===== config.mk =====
export PLATFORM = sky130hd
export DESIGN_NAME = route_file_tokenizer
export DESIGN_NICKNAME = d
export VERILOG_FILES = /design/src/rft_pkg.sv /design/src/route_file_tokenizer.sv
export SDC_FILE = /design/constraint.sdc
export NUM_CORES = 1
export LEC_CHECK = 0
export BUFFER_PORTS_ARGS = -buffer_cell sky130_fd_sc_hd__buf_2
export CORE_MARGIN = 2
export CORE_UTILIZATION = 45
export DETAILED_ROUTE_END_ITERATION = 16
export GPL_TIMING_DRIVEN = 0
export PLACE_DENSITY = 0.7
export RECOVER_POWER = 50
export SLEW_MARGIN = 20
export SYNTH_ARGS = -nofsm -noshare
export SYNTH_HDL_FRONTEND = slang
export SYNTH_SLANG_ARGS = --single-unit

===== constraint.sdc =====
create_clock -name i_clk -period 4.62 [get_ports i_clk]
set_clock_uncertainty 0.2 [all_clocks]
set_input_delay 0.231 -clock i_clk [delete_from_list [all_inputs] [get_ports i_clk]]
set_output_delay 0.231 -clock i_clk [all_outputs]
set_load 0.01 [all_outputs]

===== src/rft_pkg.sv =====
// shared constants, types and helpers for the route file tokenizer
`default_nettype none

package rft_pkg;

    localparam int NAME_MAX = 32;
    localparam int ADDR_W   = (NAME_MAX > 1) ? $clog2(NAME_MAX) : 1;
    localparam int CNT_W    = $clog2(NAME_MAX + 1);

    localparam logic [7:0] CH_NUL     = 8'h00;
    localparam logic [7:0] CH_NL      = 8'h0A;
    localparam logic [7:0] CH_SPACE   = 8'h20;
    localparam logic [7:0] CH_PERCENT = 8'h25;
    localparam logic [7:0] CH_COMMA   = 8'h2C;
    localparam logic [7:0] CH_SEMI    = 8'h3B;
    localparam logic [7:0] CH_PERIOD  = 8'h2E;
    localparam logic [7:0] CH_EQUALS  = 8'h3D;
    localparam logic [7:0] CTRL_MASK  = 8'hE0;

    localparam logic [15:0] LINE_MAX  = 16'hFFFF;

    localparam logic [2:0] TK_NAME    = 3'd0;
    localparam logic [2:0] TK_COMMA   = 3'd1;
    localparam logic [2:0] TK_SEMI    = 3'd2;
    localparam logic [2:0] TK_PERIOD  = 3'd3;
    localparam logic [2:0] TK_EQUALS  = 3'd4;
    localparam logic [2:0] TK_ERROR   = 3'd5;
    localparam logic [2:0] TK_END     = 3'd6;

    typedef enum logic [1:0] {
        LEX_IDLE    = 2'd0,
        LEX_COMMENT = 2'd1,
        LEX_WORD    = 2'd2
    } t_lex;

    typedef enum logic [1:0] {
        ST_IDLE  = 2'd0,
        ST_NAME  = 2'd1,
        ST_DELIM = 2'd2
    } t_state;

    function automatic logic [2:0] delim_kind(input logic [7:0] c);
        logic [2:0] k;
        begin
            case (c)
                CH_COMMA:  k = TK_COMMA;
                CH_SEMI:   k = TK_SEMI;
                CH_PERIOD: k = TK_PERIOD;
                default:   k = TK_EQUALS;
            endcase
            return k;
        end
    endfunction

endpackage

`default_nettype wire


===== src/route_file_tokenizer.sv =====
// route file tokenizer: byte stream in, token stream out, name buffer in a memory
`default_nettype none

// One input transaction carries one text byte (tdata) and an end-of-input
// flag (tuser). Each byte yields zero or more tokens on the master side:
// tdata holds the character and the line number, tuser the token kind and
// the character-valid flag; tlast marks the final token caused by that byte.
// Names come out one character per token.
// Timing: a token given directly by a byte sits in the output register in
// the cycle after the byte is taken. A byte that closes a name moves the
// block to the name state, which holds the input and reads the name memory
// one entry per cycle while the output register is free, one token per
// character (one for an empty name), then sends any trailing delimiter.
// A byte that gives no token or a single token does not hold the input.
// Input is taken only while no name run or trailing delimiter is in
// progress and the output register is empty or being drained.
// Reset: mode idle, name empty, line count one, end flag clear. The name
// memory is not cleared; only entries written since the name began are read.
// A stalled receiver holds the output register and with it the whole block.
module route_file_tokenizer
    import rft_pkg::*;
(
    input  wire logic        i_clk,
    input  wire logic        i_rst_n,
    input  wire logic        s_axis_tvalid,
    output logic             s_axis_tready,
    input  wire logic [7:0]  s_axis_tdata,   // [7:0] byte_value
    input  wire logic [0:0]  s_axis_tuser,   // [0] kind
    output logic             m_axis_tvalid,
    input  wire logic        m_axis_tready,
    output logic [23:0]      m_axis_tdata,   // [7:0] char_value, [23:8] line_number
    output logic [3:0]       m_axis_tuser,   // [2:0] token_kind, [3] char_valid
    output logic             m_axis_tlast
);

    logic [7:0] name_mem [NAME_MAX];

    t_state           r_state, n_state;
    t_lex             r_mode, n_mode;
    logic [CNT_W-1:0] r_count, n_count;
    logic             r_ended, n_ended;
    logic [15:0]      r_line, n_line;
    logic [ADDR_W-1:0] r_ptr, n_ptr;
    logic [CNT_W-1:0] r_len, n_len;
    logic             r_dpend, n_dpend;
    logic [7:0]       r_dchar, n_dchar;
    logic [7:0]       r_rd_data;

    logic             r_out_valid;
    logic [2:0]       r_out_kind;
    logic [7:0]       r_out_char;
    logic             r_out_cvalid;
    logic [15:0]      r_out_line;
    logic             r_out_last;

    logic             out_free, in_acc;
    logic [7:0]       c;
    logic             is_end, is_sep, is_delim, is_pct, is_ctrl;
    logic             d_direct;
    logic [2:0]       d_kind;
    logic [7:0]       d_char;
    logic             d_cvalid;
    logic             start_emit, last_char;
    logic             wr_en;
    logic [ADDR_W-1:0] wr_addr;
    logic             ld, ld_cvalid, ld_last;
    logic [2:0]       ld_kind;
    logic [7:0]       ld_char;

    assign out_free      = !r_out_valid || m_axis_tready;
    assign s_axis_tready = (r_state == ST_IDLE) && out_free;
    assign in_acc        = s_axis_tvalid && s_axis_tready;
    assign c             = s_axis_tdata;

    // byte classes, in the order of precedence
    always_comb begin
        is_end   = r_ended || s_axis_tuser[0] || (c == CH_NUL);
        is_sep   = (c == CH_NL) || (c == CH_SPACE);
        is_delim = (c == CH_COMMA) || (c == CH_SEMI) || (c == CH_PERIOD)
                   || (c == CH_EQUALS);
        is_pct   = (c == CH_PERCENT);
        is_ctrl  = ((c & CTRL_MASK) == 8'h00);
    end

    // tokens given straight at acceptance
    always_comb begin
        d_direct = 1'b0;
        d_kind   = TK_END;
        d_char   = 8'h00;
        d_cvalid = 1'b0;
        if (is_end) begin
            d_direct = 1'b1;
        end else if (is_sep || is_pct) begin
            d_direct = 1'b0;
        end else if (is_delim) begin
            d_direct = (r_mode == LEX_IDLE);
            d_kind   = delim_kind(c);
            d_char   = c;
            d_cvalid = 1'b1;
        end else if (is_ctrl) begin
            d_direct = 1'b1;
            d_kind   = TK_ERROR;
        end
    end

    assign last_char = (r_len == '0) || (CNT_W'(r_ptr) == r_len - CNT_W'(1));

    // next state
    always_comb begin
        n_state    = r_state;
        n_mode     = r_mode;
        n_count    = r_count;
        n_ended    = r_ended;
        n_line     = r_line;
        n_ptr      = r_ptr;
        n_len      = r_len;
        n_dpend    = r_dpend;
        n_dchar    = r_dchar;
        start_emit = 1'b0;
        wr_en      = 1'b0;
        wr_addr    = r_count[ADDR_W-1:0];
        case (r_state)
            ST_IDLE: begin
                if (in_acc) begin
                    if (is_end) begin
                        n_ended = 1'b1;
                        n_count = '0;
                    end else if (is_sep) begin
                        if ((c == CH_NL) && (r_line != LINE_MAX)) begin
                            n_line = r_line + 16'd1;
                        end
                        if ((c == CH_NL) && (r_mode == LEX_COMMENT)) begin
                            n_mode = LEX_IDLE;
                        end else if (r_mode == LEX_WORD) begin
                            start_emit = 1'b1;
                            n_dpend    = 1'b0;
                            n_mode     = LEX_IDLE;
                        end
                    end else if (is_delim) begin
                        if (r_mode == LEX_WORD) begin
                            start_emit = 1'b1;
                            n_dpend    = 1'b1;
                            n_dchar    = c;
                            n_mode     = LEX_IDLE;
                        end
                    end else if (is_pct) begin
                        if (r_mode == LEX_IDLE) begin
                            n_mode = LEX_COMMENT;
                        end
                    end else if (is_ctrl) begin
                        n_count = '0;
                    end else if (r_mode == LEX_IDLE) begin
                        wr_en   = 1'b1;
                        wr_addr = '0;
                        n_count = CNT_W'(1);
                        n_mode  = LEX_WORD;
                    end else if (r_mode == LEX_WORD) begin
                        if (r_count >= CNT_W'(NAME_MAX)) begin
                            // buffer full: flush it and drop this byte
                            start_emit = 1'b1;
                            n_dpend    = 1'b0;
                        end else begin
                            wr_en   = 1'b1;
                            n_count = r_count + CNT_W'(1);
                        end
                    end
                    if (start_emit) begin
                        n_state = ST_NAME;
                        n_ptr   = '0;
                        n_len   = r_count;
                        n_count = '0;
                    end
                end
            end
            ST_NAME: begin
                if (out_free) begin
                    if (last_char) begin
                        n_state = r_dpend ? ST_DELIM : ST_IDLE;
                        n_ptr   = '0;
                    end else begin
                        n_ptr = r_ptr + ADDR_W'(1);
                    end
                end
            end
            ST_DELIM: begin
                if (out_free) begin
                    n_state = ST_IDLE;
                end
            end
            default: begin
                n_state = ST_IDLE;
            end
        endcase
    end

    // output register load
    always_comb begin
        ld        = 1'b0;
        ld_kind   = d_kind;
        ld_char   = d_char;
        ld_cvalid = d_cvalid;
        ld_last   = 1'b1;
        case (r_state)
            ST_IDLE: begin
                ld = in_acc && d_direct;
            end
            ST_NAME: begin
                ld        = out_free;
                ld_kind   = TK_NAME;
                ld_char   = (r_len == '0) ? 8'h00 : r_rd_data;
                ld_cvalid = (r_len != '0);
                ld_last   = last_char && !r_dpend;
            end
            ST_DELIM: begin
                ld        = out_free;
                ld_kind   = delim_kind(r_dchar);
                ld_char   = r_dchar;
                ld_cvalid = 1'b1;
            end
            default: begin
                ld = 1'b0;
            end
        endcase
    end

    // name memory; read address is the next pointer so the data lines up
    // with r_ptr, and no write happens while a name is being read out
    always_ff @(posedge i_clk) begin
        if (wr_en) begin
            name_mem[wr_addr] <= c;
        end
        r_rd_data <= name_mem[n_ptr];
    end

    always_ff @(posedge i_clk) begin
        if (!i_rst_n) begin
            r_state     <= ST_IDLE;
            r_mode      <= LEX_IDLE;
            r_count     <= '0;
            r_ended     <= 1'b0;
            r_line      <= 16'd1;
            r_ptr       <= '0;
            r_len       <= '0;
            r_dpend     <= 1'b0;
            r_out_valid <= 1'b0;
        end else begin
            r_state <= n_state;
            r_mode  <= n_mode;
            r_count <= n_count;
            r_ended <= n_ended;
            r_line  <= n_line;
            r_ptr   <= n_ptr;
            r_len   <= n_len;
            r_dpend <= n_dpend;
            if (ld) begin
                r_out_valid <= 1'b1;
            end else if (m_axis_tready) begin
                r_out_valid <= 1'b0;
            end
        end
    end

    always_ff @(posedge i_clk) begin
        r_dchar <= n_dchar;
        if (ld) begin
            r_out_kind   <= ld_kind;
            r_out_char   <= ld_char;
            r_out_cvalid <= ld_cvalid;
            r_out_line   <= r_line;
            r_out_last   <= ld_last;
        end
    end

    assign m_axis_tvalid = r_out_valid;
    assign m_axis_tlast  = r_out_last;
    assign m_axis_tdata  = {r_out_line, r_out_char};
    assign m_axis_tuser  = {r_out_cvalid, r_out_kind};

    // an end token is only ever produced once the end flag is set
    a_end_sticky: assert property (@(posedge i_clk) disable iff (!i_rst_n)
        (m_axis_tvalid && (r_out_kind == TK_END)) |-> r_ended)
        else $error("end token without end flag");

    // read pointer stays within the name being emitted
    a_ptr_range: assert property (@(posedge i_clk) disable iff (!i_rst_n)
        ((r_state == ST_NAME) && (r_len != '0)) |-> (CNT_W'(r_ptr) < r_len))
        else $error("name read pointer past name length");

    // name fill never exceeds the buffer
    a_count_max: assert property (@(posedge i_clk) disable iff (!i_rst_n)
        1'b1 |-> (r_count <= CNT_W'(NAME_MAX)))
        else $error("name count beyond buffer size");

    // line count never wraps to zero
    a_line_nonzero: assert property (@(posedge i_clk) disable iff (!i_rst_n)
        1'b1 |=> (r_line != 16'd0))
        else $error("line counter wrapped");

endmodule

`default_nettype wire


Word level (Yosys, flattened, before mapping)
Memory sizes are Yosys's and may differ from the RTL's. A register that Yosys moved wholly into a read port is not among the register bits.
Cells that the tools add are included.
- output and inout bits: 31
- input port bits: 13
- memories kept: 1
- register bits after elaboration: 77
- logic and storage cells: 183
- bits in writable memories: 256
- $lt $le $gt $ge: 1
- bitwise logic cells: 2
- equality and inequality tests: 30
- reduce and logical (&&, ||, !) cells: 36
- multiplexer cells: 94
- add/subtract/negate cells: 4
- memories (memory ; depth ; bits a word ; read ports ; clocked after Yosys merged registers in ; write ports ; line ; source):
    name_mem ; 32 ; 8 ; 1 ; 1 ; 1 ; route_file_tokenizer.sv:36 ; logic [7:0] name_mem [NAME_MAX];
- operators with widths (operator ; count):
    $eq A8 B6 Y1 const B ; 9
    $mux W5 ; 12
    $mux W6 ; 9
    $mux W1 ; 43
    $mux W8 ; 4
    $mux W2 ; 15
    $pmux W3 S3 ; 2
    $add A16 B1 Y16 const B ; 1
    $logic_not A8 Y1 ; 2
    $ne A16 B16 Y1 const B ; 1
    $pmux W8 S2 ; 1
    $reduce_and A5 Y1 ; 3
    $ne A2 B2 Y1 const B ; 5
    $pmux W5 S2 ; 1
    $logic_or A1 B1 Y1 ; 9
    $mux W3 ; 3
    $ne A3 B2 Y1 const B ; 3
    $ne A3 B3 Y1 const B ; 3
    $reduce_and A9 Y1 ; 1
    $eq A8 B4 Y1 const B ; 1
    $reduce_and A7 Y1 ; 1
    $add A6 B1 Y6 const B ; 1
    $eq A5 B6 Y1 ; 1
    $ge A6 B6 Y1 const B ; 1
    22 further kinds ; 35

Longest topological paths before layout
Gate-level depths: netlist of the first run.
- word-level depth: 14
- mapped depth: 15

Worst setup path before layout of the first run
OpenSTA, ideal clock, no wires.
- path kind: register to register
- from: reg r_len[0]
- to: reg r_rd_data[5] (read register of name_mem)
- library setup time: 0.132 ns
- path buffers: 1
- stages on the path, launching flop included: 13
- arrival: 3.451 ns
- slack: 0.837 ns
- path through: dfxtp_1 -> inv_1 -> ha_1 -> xnor2_1 -> o2bb2ai_1 -> a2111oi_4 -> a2111oi_2 -> a311oi_4 -> clkbuf_4 -> mux4_2 -> a22o_1 -> a2111oi_1 -> nand4_1
- longest elaborated chain between the ends: 6
- ends and longest elaborated chain (what ; line ; source):
    start: declaration ; route_file_tokenizer.sv:44 ; logic [CNT_W-1:0] r_len, n_len;
    start signal: assignment ; route_file_tokenizer.sv:253 ; r_len <= n_len;
    $sub A6 B1 Y6 ; route_file_tokenizer.sv:106 ; assign last_char = (r_len == '0) || (CNT_W'(r_ptr) == r_len - CNT_W'(1));
    $eq A5 B6 Y1 ; route_file_tokenizer.sv:106 ;
    $logic_or A1 B1 Y1 * ; route_file_tokenizer.sv:106 ;
    $mux W5 * ; route_file_tokenizer.sv:177 ; if (last_char) begin
    $mux W5 * ; route_file_tokenizer.sv:176 ; if (out_free) begin
    $pmux W5 S2 * ; route_file_tokenizer.sv:122 ; case (r_state)
    end: declaration ; route_file_tokenizer.sv:47 ; logic [7:0] r_rd_data;
Every way passes the cells marked *; elsewhere a longest branch is shown, timed or not.
A chain may end at the register's enable or synchronous reset.

Worst setup path in the final report of the first run
- from: in s_axis_tdata[2]
- to: reg r_rd_data[5] (read register of name_mem)
- longest elaborated chain between the ends: 12
- ends and longest elaborated chain (what ; line ; source):
    start: declaration ; route_file_tokenizer.sv:27 ; input wire logic [7:0] s_axis_tdata,
    $eq A8 B6 Y1 ; route_file_tokenizer.sv:79 ; is_delim = (c == CH_COMMA) || (c == CH_SEMI) || (c == CH_PERIOD)
    $logic_or A1 B1 Y1 (2 in series) ; route_file_tokenizer.sv:79 ;
    $logic_or A1 B1 Y1 ; route_file_tokenizer.sv:80 ; || (c == CH_EQUALS);
    $mux W1 ; route_file_tokenizer.sv:139 ; end else if (is_delim) begin
    $mux W1 ; route_file_tokenizer.sv:128 ; end else if (is_sep) begin
    $mux W1 * ; route_file_tokenizer.sv:125 ; if (is_end) begin
    $mux W1 * ; route_file_tokenizer.sv:124 ; if (in_acc) begin
    $mux W1 * ; route_file_tokenizer.sv:122 ;
    $mux W5 * ; route_file_tokenizer.sv:167 ; if (start_emit) begin
    $mux W5 * ; route_file_tokenizer.sv:124 ;
    $pmux W5 S2 * ; route_file_tokenizer.sv:122 ;
Every way passes the cells marked *; elsewhere a longest branch is shown, timed or not. The select of a mux whose other input is x is not followed.

==> impl_metrics.xml, run 1 <==
<?xml version="1.0" encoding="UTF-8"?>
<metrics>
  <group name="power_and_ir_drop">
    <metric name="max-vdd-ir-drop" unit="mV">0.293</metric>
    <metric name="power_per_cell_area" unit="nW/um^2">422</metric>
    <metric name="fin_total_pwr" unit="uW">6910</metric>
    <metric name="static-leakage-power" unit="uW">0.00526</metric>
  </group>
  <group name="hold_path">
    <metric name="holdPathEnd" unit="">r_mode[1]</metric>
    <metric name="worst_hold_path_type" unit="">in -&gt; reg</metric>
    <metric name="min_path_cells" unit="">4</metric>
    <metric name="worst_hold_startpoint" unit="">s_axis_tuser</metric>
  </group>
  <group name="setup_path">
    <metric name="worstSetupStartpointType" unit="">input pin</metric>
    <metric name="path_cells" unit="">buf_2 -&gt; clkbuf_1 -&gt; nor4_2 -&gt; a211o_1 -&gt; buf_4 -&gt; a2111oi_1 -&gt; a211oi_1 -&gt; or2_1 -&gt; buf_2 -&gt; buf_4 -&gt; mux2i_1 -&gt; a311oi_1 -&gt; a2111oi_2 -&gt; nand4_1</metric>
    <metric name="cp.arrival" unit="ns">4.61</metric>
    <metric name="worst-endpoint-required" unit="ns">4.78</metric>
    <metric name="reg_to_reg_critical_path_endpoint" unit="">r_rd_data[5]</metric>
    <metric name="reg2reg_depth" unit="">14</metric>
    <metric name="cp_slowest_cell" unit="">buf_2</metric>
    <metric name="worstSetupEndpointType" unit="">flip-flop</metric>
    <metric name="rrSetupSlack" unit="ns">0.18</metric>
    <metric name="reg2reg_from" unit="">r_state[0]</metric>
    <metric name="critPathTopFamily" unit="">compound AO/OA/AOI/OAI gates</metric>
    <metric name="cpPeakStageDelay" unit="ns">0.58</metric>
    <metric name="critical_path_cell_count" unit="">14</metric>
    <metric name="critPathBufInv" unit="">5</metric>
    <metric name="critical_path_class" unit="">in -&gt; reg</metric>
    <metric name="worst_path_maximum_fanout" unit="">34</metric>
  </group>
  <group name="layout">
    <metric name="fill_cells" unit="">2626</metric>
    <metric name="final_util" unit="">0.522</metric>
    <metric name="antenna_cells_inserted" unit="">0</metric>
    <metric name="share_of_cells_above_drive_strength_1" unit="">0.133</metric>
    <metric name="areaGrowthSynthToFinish" unit="%">14.7</metric>
    <metric name="nets" unit="">1120</metric>
  </group>
  <group name="logic_synthesis">
    <metric name="synth_top_family_by_area" unit="">simple AND/OR/NAND/NOR gates</metric>
    <metric name="leading_cell_types_by_count_after_synthesis" unit="">edfxtp_1 (293), nand2_1 (103), nor2_1 (88)</metric>
    <metric name="post-synth-top-area-cell" unit="">edfxtp_1</metric>
    <metric name="ys_types" unit="">76</metric>
    <metric name="synth-main-ff-cell" unit="">edfxtp_1</metric>
    <metric name="share_of_the_synthesized_area_in_compound_gates_ao_oa_aoi_oai" unit="">0.100</metric>
    <metric name="yosysMostFrequentCell" unit="">edfxtp_1</metric>
    <metric name="share_of_synthesized_area_occupied_by_flip_flops_and_latches" unit="">0.684</metric>
    <metric name="postSynthRegisterBits" unit="">341</metric>
    <metric name="post_synth.cell_area_avg" unit="um^2">14.1</metric>
    <metric name="netlist_top_cells_area" unit="">edfxtp_1 (62%), dfxtp_1 (6.7%), mux2i_1 (3.6%)</metric>
    <metric name="mappedNetlistNets" unit="">1037</metric>
    <metric name="post_synth_fa_ha_maj_area_fraction" unit="">0.00876</metric>
    <metric name="netlist_area" unit="um^2">14300</metric>
    <metric name="synth_enable_flop_cells" unit="">293</metric>
    <metric name="share_of_async_settable_or_async_resettable_flops_after_synthesis" unit="">0</metric>
    <metric name="yosys.area_share.simple" unit="">0.101</metric>
    <metric name="synth_largest_type_area_fraction" unit="">0.616</metric>
    <metric name="synth.mux.area_fraction" unit="">0.0712</metric>
    <metric name="synth_warnings" unit="">0</metric>
    <metric name="syn-instance-count" unit="">1014</metric>
    <metric name="post_synth_xor_area_fraction" unit="">0.0123</metric>
  </group>
  <group name="timing">
    <metric name="totalNegativeSetupSlack" unit="ns">0</metric>
    <metric name="postLayoutSetupSlackWorst" unit="ns">0.165</metric>
    <metric name="fin_hold_ws" unit="ns">0.0247</metric>
    <metric name="timing.final.setup_violations" unit="">0</metric>
    <metric name="report.final.hold_viol_count" unit="">0</metric>
    <metric name="worstMarginPinSlew" unit="ns">1.18</metric>
    <metric name="fmax" unit="MHz">224</metric>
    <metric name="setup_repair_after_global_routing_missed_its_margin" unit="">false</metric>
    <metric name="maxSlewHeadroom" unit="">0.201</metric>
    <metric name="timing.final.crit_period" unit="ns">4.46</metric>
    <metric name="post-route-period-util" unit="">0.964</metric>
    <metric name="maxSlewViolCount" unit="">0</metric>
  </group>
  <group name="clock_tree">
    <metric name="clock_tree.root_cell" unit="">clkbuf_16</metric>
    <metric name="clock_tree_from_tritoncts" unit="">yes</metric>
    <metric name="htreeDepth" unit="">2</metric>
    <metric name="cts-root-to-sink-buffers" unit="">3</metric>
    <metric name="cts_num_sinks" unit="">341</metric>
    <metric name="tritoncts.num_buffers" unit="">34</metric>
    <metric name="clock_insertion_delay_at_the_later_pin_of_the_skew_report" unit="ns">0.51</metric>
    <metric name="clk_transition_reported_paths" unit="ns">0.06</metric>
  </group>
  <group name="route">
    <metric name="detail_route.drc_violations" unit="">0</metric>
    <metric name="detail_route.first_pass.iterations" unit="">5</metric>
    <metric name="detailedRoute.firstIterationViolations" unit="">1245</metric>
    <metric name="detailroute.via_count" unit="">9063</metric>
    <metric name="per_cell_routed_wire_length" unit="um">22.5</metric>
    <metric name="ant_nets" unit="">0</metric>
    <metric name="total_routed_length" unit="mm">34.3</metric>
    <metric name="avgViaCountPerCell" unit="">5.95</metric>
  </group>
  <group name="placement">
    <metric name="dp_hpwl" unit="mm">22.3</metric>
    <metric name="place_ws" unit="ns">-0.449</metric>
    <metric name="port_buffers" unit="">43</metric>
    <metric name="place.gp.congestion" unit="">0.910</metric>
  </group>
  <group name="grt">
    <metric name="wire_length_of_the_first_global_routing_pass" unit="mm">52.4</metric>
    <metric name="grt_pass1_vias" unit="">8768</metric>
    <metric name="number_of_antenna_violations_at_the_first_check_in_global_routing" unit="">0</metric>
    <metric name="grt_max_degree" unit="">40</metric>
    <metric name="gr-total-overflow" unit="">0</metric>
    <metric name="grtUsageTotal" unit="">0.209</metric>
  </group>
  <group name="run_status">
    <metric name="run_status" unit="">complete, no violations</metric>
  </group>
  <group name="floorplan">
    <metric name="core_area" unit="um^2">31400</metric>
    <metric name="initial_core_utilization" unit="">0.455</metric>
    <metric name="rows" unit="">65</metric>
    <metric name="floorplan.die_area" unit="um^2">33200</metric>
    <metric name="floorplan.die.width" unit="um">182</metric>
    <metric name="number_of_placed_i_o_pins" unit="">44</metric>
    <metric name="dieHeight" unit="um">182</metric>
  </group>
  <group name="job">
    <metric name="drv_cap" unit="">0</metric>
  </group>
</metrics>
==> report_power, final <==
group | switching (uW) | internal, uW | total, uW | leakage (uW)
logic | 258 | 130 | 388 | 0.00160
clock network | 1160 | 1980 | 3150 | 0.000626
registers | 10.5 | 3370 | 3380 | 0.00303
==> flip-flops by register name (all words and copies together) (netlist names), 6 cells and up <==
signal,flops
r_dchar,8
r_count,6
r_line,16
name_mem,256
r_rd_data,8
r_out_line,16
r_len,6
r_out_char,8
==> layout by cell type, fill, tap and decap left out, types with 18 or more instances in the layout <==
| cell type | netlist | routed |
|---|---|---|
| buf_2 | 19 | 31 |
| clkbuf_1 | 18 | 51 |
| a22oi_1 | 26 | 26 |
| mux2i_1 | 52 | 52 |
| o21ai_0 | 22 | 22 |
| nor3_1 | 18 | 18 |
| a21oi_1 | 55 | 55 |
| nand4_1 | 21 | 21 |
| dfxtp_1 | 48 | 48 |
| nand2_1 | 103 | 103 |
| edfxtp_1 | 293 | 293 |
| mux4_2 | 18 | 18 |
| clkbuf_16 | 0 | 35 |
| nand3_1 | 26 | 26 |
| nor2_1 | 88 | 85 |
==> worst max-delay path by stage <==
stage | start | slack (ns) | end
floorplan | r_len[0] | 0.84 | r_rd_data[5]
global placement | s_axis_tdata[3] | -0.40 | r_rd_data[5]
finish | s_axis_tdata[2] | 0.16 | r_rd_data[5]
CTS | r_state[0] | 0.03 | r_rd_data[1]
detailed placement | s_axis_tdata[3] | -0.45 | r_rd_data[5]
global route | s_axis_tdata[2] | 0.005 | name_mem[26][7]
==> cells by family after synthesis <==
group,after synthesis
AO/OA/AOI/OAI,197
multiplexers,74
flip-flops,341
buffers and inverters,65
XOR/XNOR,20
adder cells (fa/ha/maj),10
AND/OR/NAND/NOR,307
==> layer usage <==
| metal | wire [um] | vias to the layer above | track usage |
|---|---|---|---|
| met1 | 14400 | 4451 | 0.297 |
| met4 | 1120 | 0 | 0.0732 |
| met3 | 3090 | 73 | 0.0431 |
| met5 | 0 | - | 0 |
| li1 | - | 4096 | - |
| met2 | 15700 | 443 | 0.323 |
==> worst min-delay path, cell delays in order <==
cell and delay [ns]:
buf_2 0.10, a211oi_1 0.08, nand2_1 0.14, o311a_1 0.15
==> area by class of cell <==
type / instances / area [um^2] / share of cell area
Multi-Input combinational cell: 608 / 4270 / 0.261
Clock buffer: 39 / 911 / 0.0556
Clock inverter: 22 / 374 / 0.0229
Inverter: 14 / 52.6 / 0.00321
Timing Repair Buffer: 47 / 230 / 0.0141
Buffer: 51 / 270 / 0.0165
Tap cell: 402 / 503 / 0.0307
Sequential cell: 341 / 9760 / 0.596
==> per-stage QoR <==
step	instances	area [um^2]
2_1_floorplan	1014	14300
3_3_place_gp	1459	15000
3_5_place_dp	1460	15000
4_1_cts	1524	16400
5_1_grt	1524	16400
6_report	1524	16400
==> timing repair <==
action / CTS / global route
setup endpoints to repair: 7 / 8
gates resized for setup: 7 / 6
pin swaps: 1 / 1
buffers inserted: 2 / 0
hold endpoints to repair: 9 / 0
hold buffers: 1 / 0
Note: power is estimated with default switching activity, not from simulation.
==> run 2: changes to the inputs <==
--- a/config.mk
+++ b/config.mk
@@ -13,4 +13,5 @@
 export PLACE_DENSITY = 0.7
 export RECOVER_POWER = 50
+export SKIP_CTS_REPAIR_TIMING = 1
 export SLEW_MARGIN = 20
 export SYNTH_ARGS = -nofsm -noshare
==> constraint.sdc (replaced) <==
create_clock -name i_clk -period 4.62 [get_ports i_clk]
set_clock_uncertainty 0.2 [all_clocks]
set_input_delay 0 -clock i_clk [delete_from_list [all_inputs] [get_ports i_clk]]
set_output_delay 0 -clock i_clk [all_outputs]
set_load 0.01 [all_outputs]
==> run 2 against run 1 <==
  * The flow now finishes with violations (capacitance limit, slew limit, setup timing)
  * Maximum frequency fell by 3.9%
  * Core utilization rose by 0.39 points
  * Sequential power barely moved
  * Non-clock buffer count rose by 21
  * Total power rose by 0.18%
  * Via count rose by 2.0%
  * Die area did not move
  * Flip-flop and latch count did not move
  * Combinational power rose by 3%
  * Wire length rose by 3.8%
  * Critical endpoint is now r_rd_data[0]
==> impl_metrics.xml, run 2 (synthesis results as in run 1) <==
<?xml version="1.0" encoding="UTF-8"?>
<metrics>
  <group name="clock_tree">
    <metric name="clock_tree.root_cell" unit="">clkbuf_16</metric>
    <metric name="cts-root-to-sink-buffers" unit="">3</metric>
    <metric name="clk_transition_reported_paths" unit="ns">0.06</metric>
    <metric name="cts_num_sinks" unit="">341</metric>
    <metric name="tritoncts.num_buffers" unit="">34</metric>
    <metric name="htreeDepth" unit="">2</metric>
    <metric name="clock_tree_from_tritoncts" unit="">yes</metric>
    <metric name="clock_insertion_delay_at_the_later_pin_of_the_skew_report" unit="ns">0.51</metric>
  </group>
  <group name="floorplan">
    <metric name="core_area" unit="um^2">31400</metric>
    <metric name="dieHeight" unit="um">182</metric>
    <metric name="rows" unit="">65</metric>
    <metric name="floorplan.die_area" unit="um^2">33200</metric>
    <metric name="initial_core_utilization" unit="">0.455</metric>
    <metric name="number_of_placed_i_o_pins" unit="">44</metric>
    <metric name="floorplan.die.width" unit="um">182</metric>
  </group>
  <group name="timing">
    <metric name="postLayoutSetupSlackWorst" unit="ns">-0.0158</metric>
    <metric name="timing.final.setup_violations" unit="">1</metric>
    <metric name="maxSlewHeadroom" unit="">-0.286</metric>
    <metric name="fin_hold_ws" unit="ns">0.125</metric>
    <metric name="setup_repair_after_global_routing_missed_its_margin" unit="">true</metric>
    <metric name="worstMarginPinSlew" unit="ns">1.93</metric>
    <metric name="maxSlewViolCount" unit="">238</metric>
    <metric name="timing.final.crit_period" unit="ns">4.64</metric>
    <metric name="post-route-period-util" unit="">1.00</metric>
    <metric name="totalNegativeSetupSlack" unit="ns">-0.0158</metric>
    <metric name="fmax" unit="MHz">216</metric>
    <metric name="report.final.hold_viol_count" unit="">0</metric>
  </group>
  <group name="placement">
    <metric name="post-place-cells" unit="">1460</metric>
    <metric name="port_buffers" unit="">43</metric>
    <metric name="place.gp.congestion" unit="">0.910</metric>
    <metric name="dp_hpwl" unit="mm">22.3</metric>
  </group>
  <group name="layout">
    <metric name="biggestRegsByFlops" unit="">name_mem x256, r_line x16, r_out_line x16</metric>
    <metric name="areaGrowthSynthToFinish" unit="%">15.5</metric>
    <metric name="post_layout_nonfiller_instances" unit="">1546</metric>
    <metric name="layout.cells.most_common_list" unit="">edfxtp_1 (293), nand2_1 (103), nor2_1 (86)</metric>
    <metric name="final_util" unit="">0.525</metric>
    <metric name="mostFrequentLayoutCell" unit="">edfxtp_1</metric>
    <metric name="largest_register" unit="">name_mem</metric>
    <metric name="nets" unit="">1141</metric>
    <metric name="max_reg_flops" unit="">256</metric>
    <metric name="share_of_cells_above_drive_strength_1" unit="">0.126</metric>
  </group>
  <group name="setup_path">
    <metric name="worstSetupStartpointType" unit="">flip-flop</metric>
    <metric name="reg2reg_depth" unit="">14</metric>
    <metric name="cp.arrival" unit="ns">4.79</metric>
    <metric name="worst-endpoint-required" unit="ns">4.77</metric>
    <metric name="worstSetupEndpointType" unit="">flip-flop</metric>
    <metric name="worst_path_maximum_fanout" unit="">10</metric>
    <metric name="critical_path_class" unit="">reg -&gt; reg</metric>
  </group>
  <group name="route">
    <metric name="detail_route.first_pass.iterations" unit="">8</metric>
    <metric name="per_cell_routed_wire_length" unit="um">23.0</metric>
    <metric name="total_routed_length" unit="mm">35.6</metric>
    <metric name="detailroute.via_count" unit="">9247</metric>
    <metric name="detailedRoute.firstIterationViolations" unit="">1182</metric>
    <metric name="detail_route.drc_violations" unit="">0</metric>
    <metric name="ant_nets" unit="">0</metric>
    <metric name="avgViaCountPerCell" unit="">5.98</metric>
  </group>
  <group name="hold_path">
    <metric name="worst_hold_path_type" unit="">in -&gt; reg</metric>
    <metric name="min_path_cells" unit="">3</metric>
  </group>
  <group name="grt">
    <metric name="wire_length_of_the_first_global_routing_pass" unit="mm">52.1</metric>
    <metric name="grt_max_degree" unit="">40</metric>
    <metric name="gr-total-overflow" unit="">0</metric>
    <metric name="grt_pass1_vias" unit="">8758</metric>
    <metric name="grtUsageTotal" unit="">0.208</metric>
    <metric name="number_of_antenna_violations_at_the_first_check_in_global_routing" unit="">3</metric>
  </group>
  <group name="power_and_ir_drop">
    <metric name="fin_total_pwr" unit="uW">6930</metric>
    <metric name="power_per_cell_area" unit="nW/um^2">420</metric>
    <metric name="static-leakage-power" unit="uW">0.00530</metric>
    <metric name="max-vdd-ir-drop" unit="mV">0.293</metric>
  </group>
  <group name="job">
    <metric name="drv_cap" unit="">7</metric>
  </group>
  <group name="run_status">
    <metric name="run_status" unit="">finished with violations</metric>
    <metric name="violations" unit="">capacitance limit, slew limit, setup timing</metric>
  </group>
</metrics>
[run 2: layout make-up]
cell class	count	area [um^2]
clock inverters	22	374
clock buffers	39	911
diodes	1	2.50
multi-input cells	608	4240
repair buffers	68	379
inverters	14	52.6
plain buffers	51	273
fillers	2627	14900
well taps	402	503
flip-flops and latches	341	9760
[run 2: final timing paths]
kind | start | end | slack [ns]
min reg2reg | r_line[6] | r_out_line[6] | 0.29
max reg2reg | r_state[1] | r_rd_data[0] | -0.02
min | i_rst_n | r_line[0] | 0.13
max | r_state[1] | r_rd_data[0] | -0.02
[run 2: power by group]
group          switching [uW]  leakage, uW  internal [uW]
combinational             267      0.00164            134
clock                    1160     0.000626           1980
sequential               10.4      0.00303           3370
[run 2: worst max-delay path, cell delays in order (launching register included)]
cell and delay [ns]:
dfxtp_1 0.35, inv_1 0.10, ha_1 0.15, buf_2 0.22, nand2_1 0.11, or3_1 0.44, a2111oi_1 0.50, a211oi_1 0.20
or2_1 0.32, buf_2 0.22, buf_4 0.23, mux2i_1 0.29, a311oi_1 0.14, a2111oi_1 0.79, nand4_1 0.20
[run 2: stage by stage]
step / instance area [um^2] / setup slack (ns)
2_1_floorplan: 14300 / 0.837
3_3_place_gp: 15000 / -0.174
3_5_place_dp: 15000 / -0.220
4_1_cts: 16300 / -0.237
5_1_grt: 16500 / -0.104
6_report: 16500 / -0.0158
[run 2: layer usage]
| layer | up-vias | track usage | routed length, um |
|---|---|---|---|
| met5 | - | 0 | 0 |
| met2 | 471 | 0.321 | 16200 |
| met4 | 0 | 0.0726 | 1160 |
| met3 | 84 | 0.0425 | 3560 |
| li1 | 4136 | - | - |
| met1 | 4556 | 0.294 | 14700 |
